$ cat config.mk
export PLATFORM = sky130hd
export DESIGN_NAME = quadrotor_vertical_dynamics
export DESIGN_NICKNAME = d
export VERILOG_FILES = /design/src/rtl/core/qvd_pkg.sv /design/src/rtl/core/qvd_mul.sv /design/src/rtl/core/qvd_seq.sv /design/src/rtl/core/quadrotor_vertical_dynamics.sv
export SDC_FILE = /design/constraint.sdc
export NUM_CORES = 2
export LEC_CHECK = 0
export BUFFER_PORTS_ARGS = -buffer_cell sky130_fd_sc_hd__buf_2
export CAP_MARGIN = 20
export CORE_ASPECT_RATIO = 1.75
export CORE_UTILIZATION = 38
export CTS_BUF_LIST = sky130_fd_sc_hd__clkbuf_16
export DETAILED_ROUTE_END_ITERATION = 8
export PLACE_DENSITY_LB_ADDON = 0.3
export SLEW_MARGIN = 20
export SYNTH_ARGS = -nofsm -noshare
export SYNTH_HDL_FRONTEND = slang
export SYNTH_HIERARCHICAL = 1
export SYNTH_SLANG_ARGS = --single-unit
$ cat constraint.sdc
create_clock -name clk -period 10.6 [get_ports clk]
set_clock_uncertainty 0.1 [all_clocks]
set_input_delay 0.53 -clock clk [delete_from_list [all_inputs] [get_ports clk]]
set_output_delay 0.53 -clock clk [all_outputs]
set_load 0.1 [all_outputs]
$ cat src/rtl/core/qvd_pkg.sv
`timescale 1ns / 1ps
`default_nettype none
// ----------------------------------------------------------------------------
// qvd_pkg: shared types and constants
// register indexes, operation codes and the serial multiplier handshake
// ----------------------------------------------------------------------------
package qvd_pkg;

	localparam int CFG_W = 24;
	localparam int IDX_W = 3;

	typedef enum logic [IDX_W-1:0] {
		REG_ALPHA   = 3'd0,
		REG_MAXSPD  = 3'd1,
		REG_THRUST  = 3'd2,
		REG_GRAVITY = 3'd3,
		REG_DRAG    = 3'd4,
		REG_TSTEP   = 3'd5
	} reg_idx_t;

	localparam logic OP_CMD  = 1'b0;
	localparam logic OP_TICK = 1'b1;

	// serial multiplier operand widths
	localparam int MA_W = 48;   // signed multiplicand
	localparam int MB_W = 25;   // unsigned multiplier, shifted out bit by bit
	localparam int MP_W = 74;   // signed product

	typedef struct packed {
		logic start;
	} mul_ctl_t;

	typedef struct packed {
		logic busy;
		logic done;
	} mul_sts_t;

endpackage
`default_nettype wire

$ cat src/rtl/core/qvd_mul.sv
`timescale 1ns / 1ps
`default_nettype none
// ----------------------------------------------------------------------------
// qvd_mul: bit-serial signed by unsigned multiplier
// one multiplier bit per cycle, shift-add on a full product-width adder
// ----------------------------------------------------------------------------
module qvd_mul
	import qvd_pkg::*;
(
	input  wire logic                   clk,
	input  wire logic                   arst_n,
	input  wire mul_ctl_t               ctl,
	input  wire logic signed [MA_W-1:0] a,
	input  wire logic        [MB_W-1:0] b,
	output mul_sts_t                    sts,
	output logic signed      [MP_W-1:0] prod
);

	localparam int CNT_W = $clog2(MB_W + 1);

	logic signed [MP_W-1:0] acc_q;
	logic signed [MP_W-1:0] mcand_q;
	logic        [MB_W-1:0] mplier_q;
	logic        [CNT_W-1:0] cnt_q;
	logic                   busy_q;
	logic                   done_q;

	always_ff @(posedge clk or negedge arst_n) begin
		if (!arst_n) begin
			busy_q <= 1'b0;
			done_q <= 1'b0;
			cnt_q  <= '0;
		end else begin
			done_q <= 1'b0;
			if (ctl.start) begin
				busy_q <= 1'b1;
				cnt_q  <= CNT_W'(MB_W);
			end else if (busy_q) begin
				cnt_q <= cnt_q - 1'b1;
				if (cnt_q == CNT_W'(1)) begin
					busy_q <= 1'b0;
					done_q <= 1'b1;
				end
			end
		end
	end

	always_ff @(posedge clk) begin
		if (ctl.start) begin
			acc_q    <= '0;
			mcand_q  <= MP_W'(a);
			mplier_q <= b;
		end else if (busy_q) begin
			if (mplier_q[0])
				acc_q <= acc_q + mcand_q;
			mcand_q  <= mcand_q <<< 1;
			mplier_q <= mplier_q >> 1;
		end
	end

	assign sts.busy = busy_q;
	assign sts.done = done_q;
	assign prod     = acc_q;

endmodule
`default_nettype wire

$ cat src/rtl/core/qvd_seq.sv
`timescale 1ns / 1ps
`default_nettype none
// ----------------------------------------------------------------------------
// qvd_seq: tick sequencer
// walks the rotors and the integration steps through the shared multiplier
// ----------------------------------------------------------------------------
module qvd_seq
	import qvd_pkg::*;
#(
	parameter int ROTORS = 4
) (
	input  wire logic                   clk,
	input  wire logic                   arst_n,
	input  wire logic                   go,
	input  wire logic [16:0]            lag_gain,
	input  wire logic [15:0]            max_speed,
	input  wire logic [23:0]            thrust_gain,
	input  wire logic [20:0]            gravity_accel,
	input  wire logic [19:0]            drag_per_mass,
	input  wire logic [23:0]            time_step,
	input  wire logic [ROTORS*16-1:0]   cmd_flat,
	output logic                        fin,
	output logic [30:0]                 hgt_out,
	output logic signed [31:0]          vel_out,
	output logic signed [31:0]          acc_out
);

	localparam int RI_W = (ROTORS > 1) ? $clog2(ROTORS) : 1;
	// sum of squares, room for up to eight rotors
	localparam int SUM_W = 51;
	localparam int THR_W = 53;

	typedef enum logic [3:0] {
		S_IDLE, S_LAG, S_LAGW, S_SQ, S_SQW, S_TH1, S_TH1W, S_TH2, S_TH2W,
		S_DRAG, S_DRAGW, S_VEL, S_VELW, S_HGT, S_HGTW, S_DONE
	} state_t;

	state_t state_q;
	logic [RI_W-1:0] ri_q;
	logic [31:0] act_q [ROTORS];
	logic [SUM_W-1:0] sum_q;
	logic signed [THR_W-1:0] thr_q;
	logic signed [31:0] vel_q, acc_q;
	logic [31:0] hgt_q;
	logic signed [63:0] drag_q;
	logic fin_q;

	mul_ctl_t mctl;
	mul_sts_t msts;
	logic signed [MA_W-1:0] ma;
	logic [MB_W-1:0] mb;
	logic signed [MP_W-1:0] mp;

	qvd_mul u_mul (.clk(clk), .arst_n(arst_n), .ctl(mctl), .a(ma), .b(mb),
		.sts(msts), .prod(mp));

	logic [16:0] alpha_c;
	logic [31:0] cur_act;
	logic [15:0] cur_cmd;
	logic signed [33:0] diff;
	assign alpha_c = lag_gain[16] ? 17'h10000 : lag_gain;
	assign cur_act = act_q[ri_q];
	assign cur_cmd = cmd_flat[ri_q*16 +: 16];
	assign diff    = $signed({2'b00, cur_cmd, 16'h0}) - $signed({2'b00, cur_act});

	// lag result and clamp
	logic signed [MP_W-1:0] lag_d;
	logic signed [35:0] nv;
	logic [31:0] nv_c;
	logic [31:0] top;
	assign lag_d = (mp + MP_W'(33'sh8000)) >>> 16;
	assign nv    = $signed({4'b0, cur_act}) + 36'(lag_d);
	assign top   = {max_speed, 16'h0};
	always_comb begin
		if (nv < 0) nv_c = '0;
		else if (nv > $signed({4'b0, top})) nv_c = top;
		else nv_c = nv[31:0];
	end

	// velocity and height step
	logic signed [MP_W-1:0] vstep, hstep;
	logic signed [33:0] vsum;
	logic signed [31:0] vsat;
	logic signed [33:0] hsum;
	assign vstep = (mp + MP_W'(33'sh800000)) >>> 24;
	assign vsum  = 34'(vel_q) + 34'(vstep);
	assign vsat  = (vsum > 34'sh7fffffff) ? 32'sh7fffffff :
		(vsum < -34'sh80000000) ? 32'sh80000000 : vsum[31:0];
	assign hstep = vstep;
	assign hsum  = $signed({2'b0, hgt_q}) + 34'(hstep);

	// acceleration from thrust, gravity and drag
	logic signed [65:0] araw;
	logic signed [31:0] asat;
	assign araw = 66'(thr_q) - 66'($signed({1'b0, gravity_accel}))
		- 66'((drag_q + 64'sh8000) >>> 16);
	assign asat = (araw > 66'sh7fffffff) ? 32'sh7fffffff :
		(araw < -66'sh80000000) ? 32'sh80000000 : araw[31:0];

	always_comb begin
		mctl.start = 1'b0;
		ma = '0;
		mb = '0;
		case (state_q)
			S_LAG: begin
				mctl.start = 1'b1; ma = MA_W'(diff); mb = MB_W'(alpha_c);
			end
			S_SQ: begin
				mctl.start = 1'b1; ma = MA_W'({1'b0, cur_act[31:8]});
				mb = MB_W'(cur_act[31:8]);
			end
			S_TH1: begin
				mctl.start = 1'b1; ma = MA_W'({1'b0, sum_q[SUM_W-1:24]});
				mb = MB_W'(thrust_gain);
			end
			S_TH2: begin
				mctl.start = 1'b1; ma = MA_W'({1'b0, sum_q[23:0]}); mb = MB_W'(thrust_gain);
			end
			S_DRAG: begin
				mctl.start = 1'b1; ma = MA_W'(vel_q); mb = MB_W'(drag_per_mass);
			end
			S_VEL: begin
				mctl.start = 1'b1; ma = MA_W'(acc_q); mb = MB_W'(time_step);
			end
			S_HGT: begin
				mctl.start = 1'b1; ma = MA_W'(vel_q); mb = MB_W'(time_step);
			end
			default: ;
		endcase
	end

	always_ff @(posedge clk or negedge arst_n) begin
		if (!arst_n) begin
			state_q <= S_IDLE;
			ri_q    <= '0;
			fin_q   <= 1'b0;
			hgt_q   <= '0;
			vel_q   <= '0;
			acc_q   <= '0;
			sum_q   <= '0;
			thr_q   <= '0;
			drag_q  <= '0;
			for (int i = 0; i < ROTORS; i++) act_q[i] <= '0;
		end else begin
			fin_q <= 1'b0;
			case (state_q)
				S_IDLE: if (go) begin
					state_q <= S_LAG; ri_q <= '0; sum_q <= '0;
				end
				S_LAG:  state_q <= S_LAGW;
				S_LAGW: if (msts.done) begin
					act_q[ri_q] <= nv_c; state_q <= S_SQ;
				end
				S_SQ:   state_q <= S_SQW;
				S_SQW:  if (msts.done) begin
					sum_q <= sum_q + SUM_W'(mp[47:0]);
					if (ri_q == RI_W'(ROTORS - 1)) state_q <= S_TH1;
					else begin
						ri_q <= ri_q + 1'b1; state_q <= S_LAG;
					end
				end
				S_TH1:  state_q <= S_TH1W;
				S_TH1W: if (msts.done) begin
					thr_q <= mp[THR_W-1:0]; state_q <= S_TH2;
				end
				S_TH2:  state_q <= S_TH2W;
				S_TH2W: if (msts.done) begin
					thr_q <= (thr_q + THR_W'(mp[47:24])) >>> 16; state_q <= S_DRAG;
				end
				S_DRAG: state_q <= S_DRAGW;
				S_DRAGW: if (msts.done) begin
					drag_q <= mp[63:0]; state_q <= S_DONE;
				end
				S_DONE: begin
					// ground contact: resting case skips the step
					if (hgt_q == 0 && vel_q <= 0 && asat <= 0) begin
						vel_q <= '0; acc_q <= '0; fin_q <= 1'b1; state_q <= S_IDLE;
					end else begin
						acc_q <= asat; state_q <= S_VEL;
					end
				end
				S_VEL:  state_q <= S_VELW;
				S_VELW: if (msts.done) begin
					vel_q <= vsat; state_q <= S_HGT;
				end
				S_HGT:  state_q <= S_HGTW;
				S_HGTW: if (msts.done) begin
					if (hsum < 0) begin
						hgt_q <= '0; vel_q <= '0; acc_q <= '0;
					end else if (hsum > 34'sh7fffffff) hgt_q <= 32'h7fffffff;
					else hgt_q <= hsum[31:0];
					fin_q <= 1'b1; state_q <= S_IDLE;
				end
				default: state_q <= S_IDLE;
			endcase
		end
	end

	assign fin     = fin_q;
	assign hgt_out = hgt_q[30:0];
	assign vel_out = vel_q;
	assign acc_out = acc_q;

endmodule
`default_nettype wire

$ cat src/rtl/core/quadrotor_vertical_dynamics.sv
`timescale 1ns / 1ps
`default_nettype none
// ----------------------------------------------------------------------------
// quadrotor_vertical_dynamics: one-axis quadrotor altitude model
// command beats store clamped rotor speeds; tick beats run the lag, thrust,
// drag and semi-implicit euler step on a bit-serial multiplier
// ----------------------------------------------------------------------------
// operation: a command beat gives no result; a tick runs a lag and a square
//   product per rotor, then thrust, drag, velocity and height products, the
//   last two skipped when resting on the ground; each serial product runs
//   issue, 25 shift-add steps, done
// flow: one item at a time; a tick blocks input until its result leaves the
//   output register
// reset: arst_n clears the control state and loads register defaults at once; result data registers are not reset
module quadrotor_vertical_dynamics
	import qvd_pkg::*;
#(
	parameter int ROTORS = 4
) (
	input  wire logic              clk,
	input  wire logic              arst_n,
	input  wire logic              in_valid,
	output logic                   in_stall,
	input  wire logic              op,
	input  wire logic [15:0]       speed_cmd_0,
	input  wire logic [15:0]       speed_cmd_1,
	input  wire logic [15:0]       speed_cmd_2,
	input  wire logic [15:0]       speed_cmd_3,
	output logic                   out_valid,
	input  wire logic              out_stall,
	output logic [30:0]            height,
	output logic signed [31:0]     vert_velocity,
	output logic signed [31:0]     vert_accel,
	input  wire logic              cfg_we,
	input  wire logic [IDX_W-1:0]  cfg_index,
	input  wire logic [CFG_W-1:0]  cfg_data
);

	// configuration registers
	logic [16:0] alpha_q;
	logic [15:0] maxspd_q;
	logic [23:0] thrust_q;
	logic [20:0] grav_q;
	logic [19:0] drag_q;
	logic [23:0] tstep_q;

	always_ff @(posedge clk or negedge arst_n) begin
		if (!arst_n) begin
			alpha_q  <= 17'd26214;
			maxspd_q <= 16'd10000;
			thrust_q <= 24'd103070;
			grav_q   <= 21'd642908;
			drag_q   <= 20'd9830;
			tstep_q  <= 24'd335544;
		end else if (cfg_we) begin
			case (reg_idx_t'(cfg_index))
				REG_ALPHA:   alpha_q  <= cfg_data[16:0];
				REG_MAXSPD:  maxspd_q <= cfg_data[15:0];
				REG_THRUST:  thrust_q <= cfg_data[23:0];
				REG_GRAVITY: grav_q   <= cfg_data[20:0];
				REG_DRAG:    drag_q   <= cfg_data[19:0];
				REG_TSTEP:   tstep_q  <= cfg_data[23:0];
				default: ;
			endcase
		end
	end

	// command store, clamped on write
	logic [ROTORS*16-1:0] cmd_q;
	logic [15:0] cmd_in [4];
	assign cmd_in[0] = speed_cmd_0;
	assign cmd_in[1] = speed_cmd_1;
	assign cmd_in[2] = speed_cmd_2;
	assign cmd_in[3] = speed_cmd_3;

	logic busy_q;
	logic in_acc;
	logic fin;
	logic [30:0] h_w;
	logic signed [31:0] v_w, a_w;

	assign in_stall = busy_q;
	assign in_acc   = in_valid && !in_stall;

	always_ff @(posedge clk or negedge arst_n) begin
		if (!arst_n) begin
			cmd_q <= '0;
		end else if (in_acc && op == OP_CMD) begin
			for (int i = 0; i < ROTORS; i++) begin
				if (i < 4)
					cmd_q[i*16 +: 16] <= (cmd_in[i] > maxspd_q) ? maxspd_q : cmd_in[i];
				else
					cmd_q[i*16 +: 16] <= '0;
			end
		end
	end

	qvd_seq #(.ROTORS(ROTORS)) u_seq (
		.clk(clk), .arst_n(arst_n), .go(in_acc && op == OP_TICK),
		.lag_gain(alpha_q), .max_speed(maxspd_q), .thrust_gain(thrust_q),
		.gravity_accel(grav_q), .drag_per_mass(drag_q), .time_step(tstep_q),
		.cmd_flat(cmd_q), .fin(fin), .hgt_out(h_w), .vel_out(v_w), .acc_out(a_w)
	);

	// busy from tick accept until its result beat leaves
	always_ff @(posedge clk or negedge arst_n) begin
		if (!arst_n) begin
			busy_q    <= 1'b0;
			out_valid <= 1'b0;
		end else begin
			if (in_acc && op == OP_TICK) busy_q <= 1'b1;
			if (fin) out_valid <= 1'b1;
			else if (out_valid && !out_stall) begin
				out_valid <= 1'b0;
				busy_q    <= 1'b0;
			end
		end
	end

	always_ff @(posedge clk) begin
		if (fin) begin
			height        <= h_w;
			vert_velocity <= v_w;
			vert_accel    <= a_w;
		end
	end

endmodule
`default_nettype wire

Yosys cells after proc, flatten, opt, wreduce, memory -nomap -nowiden. Cells that the tools add are included.

RAM bits: 0. ROM bits: 0. Bits in latches: 0. Memories kept: 0. Output and inout port bits: 97. Bits in registers: 862. Word-level logic and storage cells: 205.

Reductions and logical operators: 38. Divide/modulo/power cells: 0. Multipliers: 0. Bitwise logic cells: 2. Muxes and demuxes: 70. $lt $le $gt $ge: 16. Shift operators: 1. Equality and inequality tests: 33. $add $sub $neg: 14.

Operator list (number): 32-bit 2-to-1 mux (16); 48-bit case mux with 6 select lines (1); 74-bit 2-to-1 mux (2); 128-bit bitwise mux (1); 24-bit case mux with 5 select lines (1); 53-bit 2-to-1 mux (2); 53-bit case mux with 2 select lines (1); 51-bit 2-to-1 mux (2); 51-bit case mux with 2 select lines (1); 32-bit case mux with 3 select lines (1); 74-bit adder (1); 34-bit by 32-bit > comparator with 1-bit output, second input constant (2); 66-bit by 32-bit > comparator with 1-bit output, second input constant (1); 66-bit by 32-bit less-than comparator with 1-bit output, second input constant (1); 64-bit by 17-bit adder with 65-bit output, second input constant (1); 32-bit binary-select mux with 2-bit select (1); 32-bit demux with 2-bit select (1); 16-bit > comparator (4); 32-bit by 1-bit <= comparator with 1-bit output, second input constant (2); 16-bit 2-to-1 mux (4); 32-bit case mux with 2 select lines (1); 4-bit case mux with 16 select lines (1); 64-bit by 7-bit variable part select with 16-bit output (1); 58-bit by 25-bit adder with 58-bit output, second input constant (1); other kinds (53) (124).

Longest topological paths before layout.
Depth after elaboration: 9. Mapped depth: 33. Gate-level depth less buffers: 31.

Cells and area by module. Netlist, hierarchy kept.

Modules (own cells, without submodules): qvd_seq (instances 1, area an instance 34441.8 sq um, cells an instance 4132); quadrotor_vertical_dynamics (instances 1, area an instance 12542.0 sq um, cells an instance 1001); qvd_mul (instances 1, area an instance 11382.2 sq um, cells an instance 1251).

Least setup slack after synthesis. Ideal clock, no wire load.

Path kind: register to register. Start point: register u_seq.ri_q[0]. End point: register u_seq/act_q[28] in the netlist's numbering. Arrival: 6.818 ns. Stages on the path, launching flop included: 29. Path buffers: 5. Setup time: 0.132 ns. Slack: 3.550 ns. Cells stage by stage: dfrtp_1 buf_4 buf_4 buf_6 buf_1 mux4_2 ha_1 a21o_1 a21o_1 a21oi_1 nor2_1 a21oi_1 o21ai_0 o41ai_1 inv_1 a21oi_1 xnor2_1 ha_1 and4_1 nand4b_1 or3_1 nor4_1 nand4b_1 o41a_1 or4_4 o22ai_4 buf_4 mux2i_1 o21ai_0.

Cells in the longest elaborated chain, start to end: 9. Elaborated cells on any way between the ends: 15. Classes of those cells: add/sub: 1; order compare: 4; mux: 8; bitwise: 1; reduce/logical: 1.

RTL lines: start: declaration (line qvd_seq.sv:39) `logic [RI_W-1:0] ri_q;`; start signal: assignment (line qvd_seq.sv:135) `ri_q <= '0;`; start signal: assignment (line qvd_seq.sv:148) `state_q <= S_LAG; ri_q <= '0; sum_q <= '0;`; start signal: assignment (line qvd_seq.sv:159) `ri_q <= ri_q + 1'b1; state_q <= S_LAG;`; 2-bit NOT with 3-bit output (not written as such) (*) (line qvd_seq.sv:62, qvd_seq.sv:152); 32-bit binary-select mux with 2-bit select (line qvd_seq.sv:62) `assign cur_act = act_q[ri_q];`; 32-bit 2-to-1 mux (not written as such) (2 in a row) (line qvd_seq.sv:62); 33-bit by 36-bit adder with 36-bit output (line qvd_seq.sv:72) `assign nv = $signed({4'b0, cur_act}) + 36'(lag_d);`; 36-bit by 33-bit > comparator with 1-bit output (line qvd_seq.sv:76) `else if (nv > $signed({4'b0, top})) nv_c = top;`; 32-bit 2-to-1 mux (line qvd_seq.sv:76); 32-bit 2-to-1 mux (line qvd_seq.sv:75) `if (nv < 0) nv_c = '0;`; 128-bit bitwise mux (*) (line qvd_seq.sv:152) `act_q[ri_q] <= nv_c; state_q <= S_SQ;`; end signal: indexed assignment (line qvd_seq.sv:152); end: declaration (line qvd_seq.sv:40) `logic [31:0] act_q [ROTORS];`.

Every way passes the cells marked *; elsewhere a longest branch is shown, timed or not. The select of a mux whose other input is x is not followed. A chain may end at the register's enable or synchronous reset.

Final worst setup path.
Start point: register u_seq.u_mul.acc_q[23], in the netlist u_seq/u_mul/prod[23]. End point: register u_seq/act_q[94] in the netlist's numbering.

Cells in the longest elaborated chain, start to end: 6. Elaborated cells on any way between the ends: 7. Classes of those cells: add/sub: 2; order compare: 2; mux: 3.

RTL lines: start: declaration (line qvd_mul.sv:21) `logic signed [MP_W-1:0] acc_q;`; start signal: assignment (line qvd_mul.sv:55) `acc_q <= acc_q + mcand_q;`; 52-bit by 17-bit adder with 52-bit output (*) (line qvd_seq.sv:71) `assign lag_d = (mp + MP_W'(33'sh8000)) >>> 16;`; 33-bit by 36-bit adder with 36-bit output (*) (line qvd_seq.sv:72); 36-bit by 33-bit > comparator with 1-bit output (line qvd_seq.sv:76); 32-bit 2-to-1 mux (line qvd_seq.sv:76); 32-bit 2-to-1 mux (*) (line qvd_seq.sv:75); 128-bit bitwise mux (*) (line qvd_seq.sv:152).

Every way passes the cells marked *; elsewhere a longest branch is shown, timed or not.

==> summary by stage <==
Placement
Routability-driven placement finished with a final weighted congestion of 1.045. The number of placed instances, taps included, is 8,155. The HPWL after detailed placement is 175.0 mm. Port buffering added 193 buffers.

Timing
On the final layout, the worst hold slack is 29.43 ps. The final critical path time including I/O delays and setup is 8950 ps. The worst relative slew slack is 0.1861. For the pin with the worst max-slew slack, the measured transition is 1210 ps. The final total negative setup slack is 0 ps.

For this run, the top clock speed supported by timing is 0.1117 GHz. The final number of hold-violating endpoints is 0. Setup repair after global routing left no endpoint under its margin. Of the available clock period, the critical path in the final layout requires 0.8444. Setup violations remaining at the end of the flow were counted as 0. The number of max-slew violations in the final report is 0.

Logic synthesis
The synthesized netlist occupies a cell area of 56,900 µm². The post-synth net total is 6,750. The average instance in the mapped netlist occupies 9.175 µm².

The total number of yosys warnings is 6. The count of mapped cells out of synthesis is 6,201.

Global routing
The largest net degree at the start of global routing is 152. The first global-routing pass estimated 324.1 mm of wire. The number of global-route vias before repair is 48,980. After global routing the overflow that remains totals 0. In the global route stage, overall resource usage came out at 0.2924. The number of antenna violations at the first check in global routing is 11.

Layout
The area growth from synthesis to layout is 10.38%. The layout has 14,660 filler cells. In the final layout, flip-flops and latches occupy 21,370 µm². The net count of the finished layout is 6,816. The multi-input combinational cell area is 32,960 µm². In the final layout, the share of cells above drive strength 1 is 0.1409.

The non-filler instance count after layout is 8,321. The final cell utilization of the core is 0.4227.

Detailed routing
The number of routed nets with antenna violations is 0. The length of the first detailed-routing pass in iterations is 6. The detailed-route vias per instance is 5.868. Summed over all layers, the routed wires come to 222.8 mm. For this block, the via count after detailed routing is 48,820.

The post-detailed-route wirelength per cell is 26.77 µm. The number of DRC violations after detailed routing is 0. In this run, the number of DRC markers left after iteration 0 of detailed routing was 4,006.

Clocking
The CTS root buffer is sky130_fd_sc_hd__clkbuf_16. The total CTS buffers is 83. The H-tree was split into 3 levels. The clock transition at the registers of the reported paths is 70 ps. The number of resized instances in the post-cts repair step is 0. The largest buffer count on any clock path is 3. The clock drives 827 sinks. The source-to-sink clock delay at the later pin of the worst-skew pair is 720 ps. The post-CTS setup repair buffer count is 0.

TritonCTS built the clock tree. Hold repair after CTS inserted 11 buffers.

Setup path
The data required time of the critical path is 11,020 ps. In this design, the largest share of critical-path delay is due to simple AND/OR/NAND/NOR gates. The largest fanout on the critical path is 18.

The kind of critical path is reg -> reg. For the worst setup path, the data arrival time is 9370 ps. The worst setup path is launched from a flop. On the critical path, the stage with the largest delay is an instance of sky130_fd_sc_hd__o41ai_1. The type of element capturing the critical path is a flop. The start point of the critical path is u_seq/u_mul/prod[23]$_SDFFE_PP0P_. The beginning of the worst register-to-register path is u_seq/u_mul/prod[23]$_SDFFE_PP0P_. The buffers plus inverters on the worst setup path is 2.

In this design, the stage delay of the slowest critical-path cell is 680 ps.

Flow run
The number of max-cap violations is 0.

Power
Summed over all cells, the static leakage comes to 27.77 nW. The total power consumption of the routed design is 10.84 mW. The worst-case vdd ir drop is 0.0001341 V. In this run the power density over the cells is 172.6 nW/µm².

Floorplanning
After floorplanning, the core was sized to cover 148,600 µm². The floorplan die area is 151,300 µm². The initialized floorplan defines 187 standard-cell rows. During I/O placement, the number of pins put on the boundary was 194.

The initial core utilization is 0.3830. The die extent in y is 513.9 µm. From left edge to right edge, the die measures 294.5 µm.

Min path
The worst hold path startpoint is speed_cmd_2[9]. The min-delay analysis places its worst path in the category in -> reg.

Run status
The run finished with clean final reports.
per-stage QoR:
stage | cell area (µm²) | worst slack [ps]
finish | 62800 | 1650
global route | 62790 | 1035
CTS | 62790 | 1744
detailed placement | 59830 | 1839
global placement | 59810 | 2002
floorplan | 56900 | 3550
report_power, final:
group	internal (mW)	switching, mW	total, mW
combinational	1.29	2.50	3.80
clock	1.78	1.38	3.16
sequential	3.58	0.304	3.88
routing by layer:
metal / global-route usage / share of wire / up-vias
li1: - / - / 22520
met1: 0.3032 / 0.35 / 23880
met2: 0.5119 / 0.49 / 1748
met3: 0.03955 / 0.049 / 658
met4: 0.2611 / 0.11 / 16
met5: 0 / 0.00047 / -
final timing paths:
| check | to | slack, ps | depth (start not counted) |
|---|---|---|---|
| max in group asynchronous | u_seq/thr_q[33]$_DFFE_PN0P_ | 7760 | 4 |
| min in group asynchronous | cmd_q[41]$_DFFE_PN0P_ | 360 | 2 |
| setup / recovery | u_seq/act_q[94]$_DFFE_PN0P_ | 1650 | 29 |
| hold reg to reg | u_seq/act_q[15]$_DFFE_PN0P_ | 370 | 2 |
| setup reg to reg | u_seq/act_q[94]$_DFFE_PN0P_ | 1650 | 29 |
| hold / removal | cmd_q[41]$_DFFE_PN0P_ | 30 | 3 |
state kept, by name, indices dropped and copies added, names as in the netlist, 2 cells and up:
name,flops
drag_q,20
u_seq/u_mul/cnt_q,5
alpha_q,17
u_seq/acc_out,32
u_seq/act_q,128
u_seq/u_mul/prod,64
maxspd_q,16
u_seq/state_q,4
u_seq/drag_q,49
u_seq/vel_out,32
tstep_q,24
u_seq/u_mul/mcand_q,64
vert_velocity,32
u_seq/hgt_q,32
u_seq/ri_q,2
vert_accel,32
height,31
thrust_q,24
grav_q,21
u_seq/sum_q,51
u_seq/thr_q,53
u_seq/u_mul/mplier_q,25
cmd_q,64
cell usage in the layout, fill, tap and decap left out, types with 26 or more instances in the layout:
master and count:
sky130_fd_sc_hd__a21o_1 138, sky130_fd_sc_hd__a21oi_1 509, sky130_fd_sc_hd__a22oi_1 51, sky130_fd_sc_hd__and2_1 29
sky130_fd_sc_hd__and3_1 48, sky130_fd_sc_hd__buf_2 192, sky130_fd_sc_hd__buf_4 107, sky130_fd_sc_hd__clkbuf_16 86
sky130_fd_sc_hd__dfrtp_1 525, sky130_fd_sc_hd__dfstp_2 51, sky130_fd_sc_hd__dfxtp_1 64, sky130_fd_sc_hd__edfxtp_1 184
sky130_fd_sc_hd__fa_1 26, sky130_fd_sc_hd__ha_1 426, sky130_fd_sc_hd__inv_1 328, sky130_fd_sc_hd__mux2_2 224
sky130_fd_sc_hd__mux2i_1 27, sky130_fd_sc_hd__mux4_2 48, sky130_fd_sc_hd__nand2_1 821, sky130_fd_sc_hd__nand2b_1 46
sky130_fd_sc_hd__nand3_1 124, sky130_fd_sc_hd__nand4_1 154, sky130_fd_sc_hd__nor2_1 361, sky130_fd_sc_hd__nor2b_1 39
sky130_fd_sc_hd__nor3_1 65, sky130_fd_sc_hd__nor4_1 41, sky130_fd_sc_hd__o2111ai_1 26, sky130_fd_sc_hd__o211ai_1 86
sky130_fd_sc_hd__o21a_1 52, sky130_fd_sc_hd__o21ai_0 454, sky130_fd_sc_hd__o21bai_1 55, sky130_fd_sc_hd__o221a_2 35
sky130_fd_sc_hd__o31ai_1 30, sky130_fd_sc_hd__xnor2_1 259, sky130_fd_sc_hd__xor2_1 142
worst reg2reg max path: cells and delay by family, from the launching register on:
kind,cells,cell delay [ps]
DFF,1,590
AOI/OAI and AO/OA,9,2660
muxes,1,370
adders and majority gates,3,920
buffers and inverters,2,500
xor gates and xnor gates,2,390
and+or+nand+nor,12,3200
layout make-up:
cell class / instances / share of cell area
Tap cell: 1984 / 0.03953
Clock inverter: 63 / 0.01108
Inverter: 316 / 0.01889
Timing Repair Buffer: 314 / 0.03096
Multi-Input combinational cell: 4725 / 0.5248
Antenna cell: 6 / 0.0002391
Sequential cell: 827 / 0.3402
Clock buffer: 86 / 0.03427
Note: power is estimated with default switching activity, not from simulation.
